[src/hdl/method_argument_transfer_macros.svh]
// Assertion macros shared by the method argument transfer RTL.
`ifndef METHOD_ARGUMENT_TRANSFER_MACROS_SVH
`define METHOD_ARGUMENT_TRANSFER_MACROS_SVH

`ifndef ASSERT_OFF

// Check a property on an explicit clock and active-low reset
`define MAT_ASSERT_CLK(lbl, clk, rst_n, prop, msg) \
  lbl: assert property (@(posedge clk) disable iff (!rst_n) prop) else $error(msg);

// Check a property on the block clock and reset
`define MAT_ASSERT(lbl, prop, msg) `MAT_ASSERT_CLK(lbl, clk_i, rst_ni, prop, msg)

`else

`define MAT_ASSERT_CLK(lbl, clk, rst_n, prop, msg)
`define MAT_ASSERT(lbl, prop, msg)

`endif

`endif

[src/hdl/mat_pkg.sv]
`timescale 1ns / 1ps
`default_nettype none

package mat_pkg;

  // Request commands
  localparam logic [1:0] CMD_PUSH  = 2'd0;
  localparam logic [1:0] CMD_CHAR  = 2'd1;
  localparam logic [1:0] CMD_CLEAR = 2'd2;

  // Entry type tags
  localparam logic [2:0] TAG_INT    = 3'd0;
  localparam logic [2:0] TAG_FLOAT  = 3'd1;
  localparam logic [2:0] TAG_LONG   = 3'd2;
  localparam logic [2:0] TAG_DOUBLE = 3'd3;
  localparam logic [2:0] TAG_OBJECT = 3'd4;

  // Result status codes
  localparam logic [3:0] ST_ACCEPTED = 4'd0;
  localparam logic [3:0] ST_STORED   = 4'd1;
  localparam logic [3:0] ST_COMPLETE = 4'd2;
  localparam logic [3:0] ST_OVERFLOW = 4'd3;
  localparam logic [3:0] ST_UNDERFLOW = 4'd4;
  localparam logic [3:0] ST_MISMATCH = 4'd5;
  localparam logic [3:0] ST_SLOT_RANGE = 4'd6;
  localparam logic [3:0] ST_NO_PAREN = 4'd7;
  localparam logic [3:0] ST_BAD_TYPE = 4'd8;
  localparam logic [3:0] ST_UNTERM   = 4'd9;
  localparam logic [3:0] ST_EXTRA    = 4'd10;
  localparam logic [3:0] ST_IGNORED  = 4'd11;

  // Configuration register indexes
  localparam logic CFG_STACK_LIMIT = 1'b0;
  localparam logic CFG_LOCAL_LIMIT = 1'b1;

  // Descriptor characters
  localparam logic [7:0] CH_NUL      = 8'h00;
  localparam logic [7:0] CH_LPAREN   = 8'h28;
  localparam logic [7:0] CH_RPAREN   = 8'h29;
  localparam logic [7:0] CH_LBRACKET = 8'h5B;
  localparam logic [7:0] CH_SEMI     = 8'h3B;
  localparam logic [7:0] CH_L        = 8'h4C;
  localparam logic [7:0] CH_D        = 8'h44;
  localparam logic [7:0] CH_J        = 8'h4A;
  localparam logic [7:0] CH_F        = 8'h46;
  localparam logic [7:0] CH_B        = 8'h42;
  localparam logic [7:0] CH_C        = 8'h43;
  localparam logic [7:0] CH_I        = 8'h49;
  localparam logic [7:0] CH_S        = 8'h53;
  localparam logic [7:0] CH_Z        = 8'h5A;

  // One operand stack entry
  typedef struct packed {
    logic [2:0]  tag;
    logic [63:0] value;
  } entry_t;

  // Shift command for the row of stack cells
  typedef struct packed {
    logic push;
    logic pop;
  } stack_op_t;

  // One result item
  typedef struct packed {
    logic [3:0]  status;
    logic [15:0] slot;
    logic [2:0]  tag;
    logic [63:0] value;
    logic        wide;
  } result_t;

endpackage

`default_nettype wire

[src/hdl/mat_cell.sv]
`timescale 1ns / 1ps
`default_nettype none

module mat_cell
  import mat_pkg::*;
(
  input  wire logic      clk_i,
  input  wire stack_op_t op_i,
  input  wire entry_t    above_i,
  input  wire entry_t    below_i,
  output entry_t         entry_o
);

  entry_t entry_q;
  entry_t entry_d;

  // Take the upper neighbor on push, the lower neighbor on pop, else hold
  always_comb begin
    entry_d = entry_q;
    if (op_i.push) begin
      entry_d = above_i;
    end else if (op_i.pop) begin
      entry_d = below_i;
    end
  end

  always_ff @(posedge clk_i) begin
    entry_q <= entry_d;
  end

  assign entry_o = entry_q;

endmodule

`default_nettype wire

[config.mk]
export PLATFORM = sky130hd
export DESIGN_NAME = mat_cell
export DESIGN_NICKNAME = d
export VERILOG_FILES = /design/src/hdl/method_argument_transfer_macros.svh /design/src/hdl/mat_pkg.sv /design/src/hdl/mat_cell.sv
export SDC_FILE = /design/constraint.sdc
export NUM_CORES = 1
export LEC_CHECK = 0
export ABC_AREA = 1
export BUFFER_PORTS_ARGS = -buffer_cell sky130_fd_sc_hd__buf_2
export CORE_UTILIZATION = 44
export CTS_CLUSTER_SIZE = 14
export DETAILED_ROUTE_END_ITERATION = 10
export PLACE_DENSITY = 0.88
export SYNTH_ARGS = -nofsm -noshare
export SYNTH_HDL_FRONTEND = slang
export SYNTH_SLANG_ARGS = --single-unit
export TNS_END_PERCENT = 10
[constraint.sdc]
create_clock -name clk_i -period 2.81 [get_ports clk_i]
set_input_delay 0.1405 -clock clk_i [delete_from_list [all_inputs] [get_ports clk_i]]
set_output_delay 0.1405 -clock clk_i [all_outputs]
set_load 0.02 [all_outputs]
* Word-level counts from Yosys, hierarchy flattened
Cells that the tools add are included.
** Storage, ports and cells
- Word-level logic and storage cells :: 5
- Bits in registers :: 67
- Bits of input ports :: 137
- Output and inout bits :: 67
** Cells by class
- Mux-type cells :: 2
- Reduce and logical (&&, ||, !) cells :: 1
** Operators with widths (number)
- $mux W67 :: 2
- $reduce_bool A2 Y1 :: 1

* Depth between registers and ports, before layout
- Depth in word-level cells :: 2
- Mapped depth :: 6
- Depth with buffers taken out :: 3

* Least setup slack after synthesis
OpenSTA, ideal clock, no wires.
- Path type :: input -> register
- Start :: input op_i[1] (netlist name)
- End :: register entry_q (netlist bit entry_o[0]) (enable)
- Path slack :: 1.172 ns
- Stages :: 3
- Buffers on the path :: 2
- Library setup time :: 0.396 ns
- Arrival :: 1.242 ns
- Required time :: 2.414 ns
- Cell sequence :: buf_4 > buf_6 > or2_2
** Between the ends
- Word-level cells in the longest chain between the ends :: 1
** Ends and longest elaborated chain
- start: declaration :: RTL line mat_cell.sv:8 : input wire stack_op_t op_i,
- $reduce_bool A2 Y1 (no line)
- end signal: assignment :: RTL line mat_cell.sv:28 : entry_q <= entry_d;
- end: declaration :: RTL line mat_cell.sv:14 : entry_t entry_q;
No other way between the ends.
A chain may end at the register's enable or synchronous reset.

==> impl_metrics.csv <==
group,metric,value,unit
routing,drtPass1Iterations,4,
logic_synthesis,async_flop_share,0,%
logic_synthesis,yosysMostFrequentCell,"nand2_1",
cells_and_area,drive_above_1_share,44.49,%
critical_path,crit_slowest_cell,"inv_2",
run,cap_viol_max_count,0,
floorplan,dieArea,6885,um^2
routing,postRouteWirelength,7017,um
critical_path,path_common_cell,"nand2_1",
floorplan,dieWidth,82.98,um
clocking,cts_max_level,3,
grt,grt_start_max_net_pins,69,
timing,max-slew-margin-rel,28.86,%
routing,num_vias,2621,
timing,layout_setup_ws,1182,ps
timing,fin_setup_tns,0,ps
clocking,hold_buffers,0,
logic_synthesis,synthCells,285,
timing,fin_crit_sh,57.93,%
critical_path,worstPathMaxFanout,68,
critical_path,required,2880,ps
floorplan,die_y,82.98,um
logic_synthesis,syn-num-nets,422,
timing,setup_viol,0,
critical_path,worstSetupEndpointType,"register",
routing,viasPerCell,4.623,
pwr,peakVddDrop,0.3571,mV
logic_synthesis,synthTopCellsByArea,"edfxtp_1 70%, nand2_1 26%, buf_6 2.0%, buf_2 1.6%, buf_4 0.26%",
placement,pre_cts_ws,838.3,ps
clocking,cts_setup_buffers,0,
floorplan,io_pins,204,
outcome,status,"finished, final reports clean",
logic_synthesis,yosys_most_used_dff,"edfxtp_1",
cells_and_area,final_nets,623,
critical_path,cp-start-kind,"primary input",
cells_and_area,fillers,514,
timing,hold_violations,0,
routing,wl_per_cell,12.38,um
routing,drt-initial-drc-count,90,
critical_path,crit_chain,"buf_2, buf_4, inv_2, nand2_1, nand2_1",
logic_synthesis,ys_types,7,
placement,port_buffers,203,
cells_and_area,antennaDiodeCount,0,
critical_path,criticalPathCategory,"primary input to register",
min_path,hp-class,"primary input to register",
timing,period_needed,1628,ps
clocking,root_buffer,"clkbuf_8",
pwr,p_leak,0.002189,uW
logic_synthesis,syn-cell-area,2885,um^2
grt,track_usage,20.99,%
placement,dp_hpwl,5018,um
clocking,cts_sinks,67,
placement,gp_congestion,0.8205,
logic_synthesis,synth.avg_cell_area,10.12,um^2
logic_synthesis,synth_top_area_cell,"edfxtp_1",
critical_path,worstPathArrival,1700,ps
logic_synthesis,yosysWarnings,0,
floorplan,rows,29,
floorplan,fp.coreArea,6350,um^2
placement,dp.cells,552,
clocking,cts.path.max_buffers,2,
grt,grt_pass1_wl,11340,um
routing,antenna_left,0,
grt,overflow,0,
cells_and_area,largest_reg_flops,67,
critical_path,max_stage_delay,600,ps
clocking,cts_tree,"built",
clocking,clkTransAtPathRegs,70,ps
timing,slew_violations,0,
pwr,power_density,602.4,nW/um^2
timing,clock.fmax,614.3,MHz
routing,remaining_drc_errors,0,
cells_and_area,areaGrowthSynthToFinish,41.33,%
logic_synthesis,synth-seq-area-share,69.73,%
logic_synthesis,synth-edff-count,67,
grt,antenna_found_initial,0,
timing,rsz0062_at_grt,"no",
logic_synthesis,yosys-top-cells-count,"201 x nand2_1, 67 x edfxtp_1, 9 x buf_2, 5 x buf_6",
clocking,cts_made_buffers,9,
clocking,cts_resized,0,
cells_and_area,fin_cells,567,
logic_synthesis,ys_ff_latch,67,
floorplan,start_util,45.44,%
logic_synthesis,synth_top_area_share,69.73,%
timing,tightest_slew,1067,ps
grt,grt_pass1_vias,2589,
## layer usage
layer,share of wire [%],global-route usage (%),vias to the layer above
met5,0,0,-
met4,1.6,9.561,0
met3,7.3,5.765,10
met2,53,38.00,131
met1,38,22.68,1168
li1,-,-,1312
## worst max-delay path: cells and delay by family
kind | cells | cell delay (ps)
buffers and inverters | 3 | 1220
and+or+nand+nor | 2 | 290
## kinds of logic (layout without fill, tap and decap cells)
kind of cell | Yosys count | in the layout | share of synthesized area, %
buffers and inverters | 16 | 221 | 3.903
DFF | 67 | 67 | 69.73
and+or+nand+nor | 202 | 202 | 26.37
## cell type report
cell class / count / area, um^2 / share of cell area, %
Multi-Input combinational cell: 202 / 760.7 / 18.66
Sequential cell: 67 / 2012 / 49.34
Clock inverter: 4 / 42.54 / 1.043
Tap cell: 77 / 96.34 / 2.363
Inverter: 1 / 3.754 / 0.09205
Timing Repair Buffer: 205 / 1031 / 25.28
Clock buffer: 11 / 131.4 / 3.222
## metrics by stage
step / util, % / instance area, um^2 / total power (uW) / hold WS (ps)
final: 64.22 / 4078 / 2456 / 81.66
after global routing: 64.22 / 4078 / 2570 / 66.63
after floorplan: - / 2885 / 1536 / 319.1
after global placement: 61.48 / 3904 / 1733 / 402.0
after detailed placement: 61.48 / 3904 / 1747 / 409.3
after CTS: 64.22 / 4078 / 2479 / 64.74
## cells in the final DEF, fill, tap and decap left out, drive strengths merged
master	instances
buf	205
bufinv	1
clkbuf	11
clkinv	3
edfxtp	67
inv	1
nand2	201
or2	1
## path summary, 6_finish.rpt
| path | startpoint | endpoint | slack (ps) | depth (start not counted) |
|---|---|---|---|---|
| max | op_i[1] | entry_o[45] | 1180 | 5 |
| min | below_i[63] | entry_o[63] | 80 | 3 |
## power by group
group | internal, uW | total [uW] | leakage, uW | switching (uW)
Combinational | 173 | 469 | 0.00141 | 296
Sequential | 1230 | 1250 | 0.000690 | 26.2
Clock | 399 | 734 | 0.0000882 | 335
Power figures use the tool's default switching activity.
