[config.mk]
export PLATFORM = sky130hd
export DESIGN_NAME = mat_ctrl
export DESIGN_NICKNAME = d
export VERILOG_FILES = /design/src/hdl/mat_pkg.sv /design/src/hdl/mat_ctrl.sv
export VERILOG_INCLUDE_DIRS = /design/src /design/src/hdl
export SDC_FILE = /design/constraint.sdc
export NUM_CORES = 1
export LEC_CHECK = 0
export ABC_AREA = 1
export BUFFER_PORTS_ARGS = -buffer_cell sky130_fd_sc_hd__buf_2
export CORE_UTILIZATION = 53
export CTS_CLUSTER_DIAMETER = 60
export DETAILED_ROUTE_END_ITERATION = 10
export HOLD_SLACK_MARGIN = 0.06
export PLACE_DENSITY = 0.89
export SETUP_SLACK_MARGIN = 0.05
export SKIP_LAST_GASP = 1
export SYNTH_ARGS = -nofsm -noshare
export SYNTH_HDL_FRONTEND = slang
export SYNTH_SLANG_ARGS = --single-unit
[constraint.sdc]
create_clock -name clk_i -period 5.6 [get_ports clk_i]
set_input_delay 1.68 -clock clk_i [delete_from_list [all_inputs] [get_ports clk_i]]
set_output_delay 1.68 -clock clk_i [all_outputs]
set_load 0.01 [all_outputs]
[src/hdl/method_argument_transfer_macros.svh]
// Assertion macros shared by the method argument transfer RTL.
`ifndef METHOD_ARGUMENT_TRANSFER_MACROS_SVH
`define METHOD_ARGUMENT_TRANSFER_MACROS_SVH

`ifndef ASSERT_OFF

// Check a property on an explicit clock and active-low reset
`define MAT_ASSERT_CLK(lbl, clk, rst_n, prop, msg) \
  lbl: assert property (@(posedge clk) disable iff (!rst_n) prop) else $error(msg);

// Check a property on the block clock and reset
`define MAT_ASSERT(lbl, prop, msg) `MAT_ASSERT_CLK(lbl, clk_i, rst_ni, prop, msg)

`else

`define MAT_ASSERT_CLK(lbl, clk, rst_n, prop, msg)
`define MAT_ASSERT(lbl, prop, msg)

`endif

`endif

[src/hdl/mat_pkg.sv]
`timescale 1ns / 1ps
`default_nettype none

package mat_pkg;

  // Request commands
  localparam logic [1:0] CMD_PUSH  = 2'd0;
  localparam logic [1:0] CMD_CHAR  = 2'd1;
  localparam logic [1:0] CMD_CLEAR = 2'd2;

  // Entry type tags
  localparam logic [2:0] TAG_INT    = 3'd0;
  localparam logic [2:0] TAG_FLOAT  = 3'd1;
  localparam logic [2:0] TAG_LONG   = 3'd2;
  localparam logic [2:0] TAG_DOUBLE = 3'd3;
  localparam logic [2:0] TAG_OBJECT = 3'd4;

  // Result status codes
  localparam logic [3:0] ST_ACCEPTED = 4'd0;
  localparam logic [3:0] ST_STORED   = 4'd1;
  localparam logic [3:0] ST_COMPLETE = 4'd2;
  localparam logic [3:0] ST_OVERFLOW = 4'd3;
  localparam logic [3:0] ST_UNDERFLOW = 4'd4;
  localparam logic [3:0] ST_MISMATCH = 4'd5;
  localparam logic [3:0] ST_SLOT_RANGE = 4'd6;
  localparam logic [3:0] ST_NO_PAREN = 4'd7;
  localparam logic [3:0] ST_BAD_TYPE = 4'd8;
  localparam logic [3:0] ST_UNTERM   = 4'd9;
  localparam logic [3:0] ST_EXTRA    = 4'd10;
  localparam logic [3:0] ST_IGNORED  = 4'd11;

  // Configuration register indexes
  localparam logic CFG_STACK_LIMIT = 1'b0;
  localparam logic CFG_LOCAL_LIMIT = 1'b1;

  // Descriptor characters
  localparam logic [7:0] CH_NUL      = 8'h00;
  localparam logic [7:0] CH_LPAREN   = 8'h28;
  localparam logic [7:0] CH_RPAREN   = 8'h29;
  localparam logic [7:0] CH_LBRACKET = 8'h5B;
  localparam logic [7:0] CH_SEMI     = 8'h3B;
  localparam logic [7:0] CH_L        = 8'h4C;
  localparam logic [7:0] CH_D        = 8'h44;
  localparam logic [7:0] CH_J        = 8'h4A;
  localparam logic [7:0] CH_F        = 8'h46;
  localparam logic [7:0] CH_B        = 8'h42;
  localparam logic [7:0] CH_C        = 8'h43;
  localparam logic [7:0] CH_I        = 8'h49;
  localparam logic [7:0] CH_S        = 8'h53;
  localparam logic [7:0] CH_Z        = 8'h5A;

  // One operand stack entry
  typedef struct packed {
    logic [2:0]  tag;
    logic [63:0] value;
  } entry_t;

  // Shift command for the row of stack cells
  typedef struct packed {
    logic push;
    logic pop;
  } stack_op_t;

  // One result item
  typedef struct packed {
    logic [3:0]  status;
    logic [15:0] slot;
    logic [2:0]  tag;
    logic [63:0] value;
    logic        wide;
  } result_t;

endpackage

`default_nettype wire

[src/hdl/mat_ctrl.sv]
`timescale 1ns / 1ps
`default_nettype none

`include "method_argument_transfer_macros.svh"

module mat_ctrl
  import mat_pkg::*;
#(
  parameter int STACK_DEPTH = 64
) (
  input  wire logic        clk_i,
  input  wire logic        rst_ni,
  input  wire logic        req_i,
  input  wire logic [1:0]  command_i,
  input  wire logic [7:0]  character_i,
  input  wire entry_t      top_i,
  input  wire logic [6:0]  stack_limit_i,
  input  wire logic [15:0] local_limit_i,
  output stack_op_t        op_o,
  output result_t          res_o
);

  localparam int CNT_W = $clog2(STACK_DEPTH + 1);
  localparam int CMP_W = (CNT_W > 7) ? CNT_W : 7;

  // Parse phases
  localparam logic [2:0] PH_PAREN = 3'd0;
  localparam logic [2:0] PH_ARGS  = 3'd1;
  localparam logic [2:0] PH_OBJ   = 3'd2;
  localparam logic [2:0] PH_DONE  = 3'd3;
  localparam logic [2:0] PH_ERR   = 3'd4;

  logic [2:0]       phase_q, phase_d;
  logic             arr_q, arr_d;
  logic [16:0]      slot_q, slot_d;
  logic [CNT_W-1:0] cnt_q, cnt_d;

  logic       full;
  logic       take;
  logic [2:0] exp_tag;
  logic       exp_wide;

  // Room check against both the limit register and the physical depth
  assign full = (CMP_W'(cnt_q) >= CMP_W'(stack_limit_i)) ||
                (cnt_q >= CNT_W'(STACK_DEPTH));

  // Decode one request and compute the next parse state
  always_comb begin
    phase_d  = phase_q;
    arr_d    = arr_q;
    slot_d   = slot_q;
    cnt_d    = cnt_q;
    op_o     = '0;
    res_o    = '0;
    take     = 1'b0;
    exp_tag  = TAG_INT;
    exp_wide = 1'b0;

    if (req_i) begin
      if (command_i == CMD_CLEAR) begin
        cnt_d   = '0;
        phase_d = PH_PAREN;
        arr_d   = 1'b0;
        slot_d  = '0;
      end else if ((command_i != CMD_PUSH && command_i != CMD_CHAR) ||
                   phase_q == PH_ERR) begin
        res_o.status = ST_IGNORED;
      end else if (command_i == CMD_PUSH) begin
        if (full) begin
          res_o.status = ST_OVERFLOW;
          phase_d      = PH_ERR;
        end else begin
          op_o.push = 1'b1;
          cnt_d     = cnt_q + 1'b1;
        end
      end else begin
        case (phase_q)
          PH_PAREN: begin
            if (character_i == CH_LPAREN) begin
              phase_d = PH_ARGS;
            end else begin
              res_o.status = ST_NO_PAREN;
              phase_d      = PH_ERR;
            end
          end
          PH_ARGS: begin
            case (character_i)
              CH_LBRACKET: arr_d = 1'b1;
              CH_RPAREN: begin
                if (arr_q) begin
                  res_o.status = ST_BAD_TYPE;
                  phase_d      = PH_ERR;
                end else if (cnt_q != '0) begin
                  res_o.status = ST_EXTRA;
                  phase_d      = PH_ERR;
                end else begin
                  res_o.status = ST_COMPLETE;
                  phase_d      = PH_DONE;
                end
              end
              CH_L: phase_d = PH_OBJ;
              CH_D: begin
                take     = 1'b1;
                exp_tag  = TAG_DOUBLE;
                exp_wide = 1'b1;
              end
              CH_J: begin
                take     = 1'b1;
                exp_tag  = TAG_LONG;
                exp_wide = 1'b1;
              end
              CH_F: begin
                take    = 1'b1;
                exp_tag = TAG_FLOAT;
              end
              CH_B, CH_C, CH_I, CH_S, CH_Z: begin
                take    = 1'b1;
                exp_tag = TAG_INT;
              end
              default: begin
                res_o.status = ST_BAD_TYPE;
                phase_d      = PH_ERR;
              end
            endcase
          end
          PH_OBJ: begin
            if (character_i == CH_SEMI) begin
              take    = 1'b1;
              exp_tag = TAG_OBJECT;
            end else if (character_i == CH_NUL) begin
              res_o.status = ST_UNTERM;
              phase_d      = PH_ERR;
            end
          end
          default: res_o.status = ST_IGNORED;
        endcase

        // Pop the top entry as an argument and check it, or flag underflow on an empty stack
        if (take) begin
          if (arr_q) begin
            exp_tag  = TAG_OBJECT;
            exp_wide = 1'b0;
          end
          arr_d = 1'b0;
          if (cnt_q == '0) begin
            res_o.status = ST_UNDERFLOW;
            phase_d      = PH_ERR;
          end else begin
            op_o.pop = 1'b1;
            cnt_d    = cnt_q - 1'b1;
            if (top_i.tag != exp_tag) begin
              res_o.status = ST_MISMATCH;
              phase_d      = PH_ERR;
            end else if (slot_q >= {1'b0, local_limit_i}) begin
              res_o.status = ST_SLOT_RANGE;
              phase_d      = PH_ERR;
            end else begin
              res_o.status = ST_STORED;
              res_o.slot   = slot_q[15:0];
              res_o.tag    = top_i.tag;
              res_o.value  = top_i.value;
              res_o.wide   = exp_wide;
              slot_d       = slot_q + (exp_wide ? 17'd2 : 17'd1);
              phase_d      = PH_ARGS;
            end
          end
        end
      end
    end
  end

  // Hold parse state
  always_ff @(posedge clk_i or negedge rst_ni) begin
    if (!rst_ni) begin
      phase_q <= PH_PAREN;
      arr_q   <= 1'b0;
      slot_q  <= '0;
      cnt_q   <= '0;
    end else begin
      phase_q <= phase_d;
      arr_q   <= arr_d;
      slot_q  <= slot_d;
      cnt_q   <= cnt_d;
    end
  end

  `MAT_ASSERT(a_err_latched, (req_i && phase_q == PH_ERR && command_i != CMD_CLEAR) |-> (res_o.status == ST_IGNORED), "request after error not ignored")
  `MAT_ASSERT(a_stored_pops, (res_o.status == ST_STORED) |-> (op_o.pop && !op_o.push), "argument stored without a pop")
  `MAT_ASSERT(a_cnt_bound, cnt_q <= CNT_W'(STACK_DEPTH), "stack count beyond depth")

endmodule

`default_nettype wire

After elaboration in Yosys (flattened, before gate mapping)
Index checks and enable logic that the tools add are counted.

Flip-flop bits (word level): 28. Latch bits: 0. Memory bits (writable): 0. ROM bits: 0. Logic and storage cells: 150. Memories kept: 0.

$add $sub $neg: 3. Multiply operators: 0. Divide/modulo/power cells: 0. Magnitude comparators: 3. Equality and inequality tests: 30. Shift operators: 0. Multiplexer cells: 88. Bitwise gates (word level): 0. Reduce and logical (&&, ||, !) cells: 22.

Operators by type and width (count): two-way mux 84 bit (5); two-way mux 88 bit (3); two-way mux 17 bit (7); == test 8 x 7 -> 1 bit, second input constant (10); two-way mux 3 bit (24); two-way mux 7 bit (6); two-way mux 1 bit (25); == test 8 x 6 -> 1 bit, second input constant (3); two-way mux 4 bit (6); case mux 3 bit (3 select lines) (2); adder 17 x 2 -> 17 bit (1); >= comparator 17 x 16 -> 1 bit (1); != test 5 bit, second input constant (3); AND reduction 7 bit (2); case mux 4 bit (3 select lines) (1); two-way mux 2 bit (5); != test 2 bit, second input constant (5); AND reduction 5 bit (2); OR reduction 10 bit (1); != test 3 bit, second input constant (3); nonzero test 3 bit (3); OR reduction 9 bit (1); logical NOT 8 bit (1); case mux 4 bit (2 select lines) (1); other kinds (23) (25).

Depth between registers and ports, before layout
Depth after elaboration: 22. Mapped depth: 17.

Worst setup path before layout
Ideal clock, no wire load.

Kind: input port to output port. Start point: in local_limit_i[4]. End point: out res_o[25] (netlist name). Data arrival time: 3.225 ns. Slack: 0.695 ns. Stages on the path: 17. Path through: inv_1 > ha_1 > nand2_1 > inv_1 > nand2_1 > nand2_1 > nand2_1 > nand2_1 > nand2_1 > nand3_1 > inv_1 > nand2_1 > nor2_4 > inv_2 > buf_6 > buf_6 > nor3b_2.

RTL lines: start, declared (line mat_ctrl.sv:18) `input wire logic [15:0] local_limit_i,`; end, declared (line mat_ctrl.sv:20) `output result_t res_o`.

==> results.py <==
metrics = {
    "critical_path": {
        "worst-setup-path-type": "primary input to output pin",
        "cp_max_fo": 26,
        "end_kind": "output pin",
        "arrival_ns": 3.71,
        "required_ns": 3.92,
        "crit_path_start_kind": "primary input",
    },
    "power": {
        "p_int_mw": 0.5614,
        "clock_power_share": 0.159,
        "combPwrFrac": 0.557,
        "power_density_mw_per_mm2": 186.8,
        "power_mw": 1.026,
        "p_seq_frac": 0.284,
        "cellLeakagePower_nw": 2.928,
        "p_sw_frac": 0.4528,
        "ir_drop_mv": 0.3213,
        "p_sw_mw": 0.4645,
    },
    "yosys": {
        "ys_seq_area_frac": 0.1636,
        "syn_nets": 762,
        "yosys.area_share.simple": 0.5320,
        "async_reset_ff_frac": 1.000,
        "syn_area_per_cell_sq_um": 6.831,
        "synth.largest_area_cell": "dfrtp_1",
        "synth_common_cells": "nand2_1, inv_1, nor2_1",
        "synth_area_leaders": "dfrtp_1, nor3b_2, nand2_1, ha_1, inv_1",
        "yosysWarnings": 0,
        "synth_cell_type_count": 37,
        "ys_ff_latch": 28,
        "synth.most_common_cell": "nand2_1",
        "synth_ff_type": "dfrtp_1",
        "synth-compound-area-share": 0.06486,
        "synth_top_family_by_area": "simple AND/OR/NAND/NOR gates",
        "synthAdderAreaFrac": 0.09699,
        "synth.area.mux_share": 0,
        "synth-edff-count": 0,
        "yosysTopAreaCellShare": 0.1636,
        "syn_inst": 627,
        "syn_area_sq_mm": 0.004283,
        "synthXorXnorAreaFrac": 0.02658,
    },
    "sta": {
        "period_minus_slack_ns": 5.386,
        "setup_viol": 0,
        "fin_tns_setup_ns": 0,
        "drv_slew": 0,
        "skew_ns": 0.003704,
        "relSlewSlack": 0.5682,
        "tightest_slew_ns": 0.6476,
        "max_freq_mhz": 185.7,
        "rsz0062_at_grt": "no",
        "fin_crit_sh": 0.9618,
        "hold_violations": 0,
    },
    "die": {
        "die_w_microns": 91.90,
        "start_util": 0.5514,
        "fp.dieH_microns": 91.90,
        "row_count": 32,
        "io_pins": 193,
        "die_area_sq_mm": 0.008445,
        "core_area_sq_mm": 0.007767,
    },
    "clocking": {
        "clkLatencyLatePin_ns": 0.28,
        "path_clk_slew_ns": 0.10,
        "cts.sinks": 28,
        "cts_hold_buf": 0,
        "htree_levels": 1,
        "ctsLongestPathBuffers": 2,
        "ctsRootBufferMaster": "clkbuf_8",
        "cts_inserted_buffers": 3,
        "cts_tree": "built",
    },
    "grt": {
        "grt_util_all_layers": 0.2884,
        "overflow": 0,
        "antenna_found_initial": 0,
        "grt_pass1_wl_microns": 20110,
        "grt_max_degree": 50,
        "grt_pass1_vias": 4467,
    },
    "worst_hold_path": {
        "hp-class": "register to register",
    },
    "route": {
        "routed_wirelength_microns": 12970,
        "drtIter0Drc": 271,
        "post_drt_wl_per_cell_microns": 14.19,
        "antenna_left": 0,
        "vias": 4908,
        "first_pass_iters": 5,
        "routed_via_density": 5.370,
        "drc": 0,
    },
    "cells_and_area": {
        "final_area_sq_mm": 0.005492,
        "final_layout_size_suffix_gt1_frac": 0.3793,
        "final_cells": 914,
        "diodes": 0,
        "nNetsFinal": 948,
        "syn2layout_area_growth_pct": 28.22,
        "final_core_util": 0.7070,
        "num-fill-cells": 625,
    },
    "place": {
        "place_congestion": 0.9344,
        "post-dp-hpwl_microns": 10170,
        "dpl_cell_area_sq_mm": 0.005346,
        "io_buffers": 192,
        "dp.cells": 908,
    },
    "flow_run": {
        "max-cap-violations": 0,
    },
    "status": {
        "status": "complete, no violations",
    },
}
[area by class of cell]
class	count	area [sq um]	area share
clock inverters	1	30.03	0.005468
flip-flops and latches	28	700.7	0.1276
repair buffers	207	1154	0.2101
clock buffers	3	41.29	0.007519
well taps	102	127.6	0.02324
multi-input cells	487	3113	0.5669
inverters	86	325.3	0.05924
[per-layer routing]
metal  GRT usage  up-vias  part of all wire
li1            -     2416                 -
met5           0        -                 0
met3     0.03234       16             0.070
met1      0.3743     2256              0.42
met4     0.05859        0             0.011
met2      0.5143      220              0.50
[worst max-delay path, cell delays in order]
cell     delay, ns
buf_2         0.08
inv_1         0.04
ha_1          0.30
nand2_1       0.10
nor2_1        0.07
nand3_1       0.09
nor2_1        0.05
nor2_1        0.14
nand3_2       0.12
inv_2         0.08
nand2_1       0.08
nor2_4        0.13
inv_4         0.06
buf_12        0.16
nor3b_1       0.31
buf_2         0.21
[final timing paths]
kind,slack [ns],to,from,cells after the start
max,0.21,res_o[8],local_limit_i[14],16
min,0.55,slot_q[0],slot_q[0],2
max reg2reg,2.96,slot_q[8],phase_q[1],14
min reg2reg,0.55,slot_q[0],slot_q[0],2
max in group asynchronous,3.77,cnt_q[6],rst_ni,1
min in group asynchronous,1.41,phase_q[2],rst_ni,1
[flip-flops by register name, summed over array words and instances (netlist names)]
signal	count
phase_q	3
arr_q	1
slot_q	17
cnt_q	7
[cells in the final DEF (no fill, tap or decap), drive strengths merged]
cell type	n
a211oi	1
a21boi	2
a21o	2
a21oi	24
a31oi	1
buf	205
bufinv	1
clkbuf	5
clkinv	1
dfrtp	28
fa	2
ha	30
inv	85
nand2	153
nand3	35
nand3b	2
nand4	23
nor2	83
nor3	19
nor3b	74
o21a	1
o21ai	17
o22ai	1
or2	4
xnor2	2
xor2	11
[kinds of logic (layout without fill, tap and decap cells)]
group,after synthesis,count (layout)
adders and majority gates,32,32
DFF,28,28
and+or+nand+nor,393,393
buffers and inverters,112,297
xor gates and xnor gates,13,13
AOI/OAI and AO/OA,49,49
[repair_timing]
| item | in CTS | in global routing |
|---|---|---|
| setup endpoints to repair | 0 | 49 |
| gates resized for setup | 0 | 7 |
| buffers inserted | 0 | 0 |
[stage by stage]
step                hold slack (ns)  worst slack (ns)
floorplan                    0.4699            0.6948
global placement             0.4979            0.2091
detailed placement           0.5110            0.1337
CTS                          0.5368            0.1343
global route                 0.5592           0.05285
finish                       0.5481            0.2138
[power by group through the flow]
stage	clock (mW)	sequential, mW	combinational [mW]
final	0.163	0.291	0.571
after global routing	0.173	0.295	0.648
after CTS	0.167	0.290	0.566
after detailed placement	0	0.293	0.560
after global placement	0	0.290	0.526
after floorplan	0	0.279	0.413
Note: power is estimated with default switching activity, not from simulation.
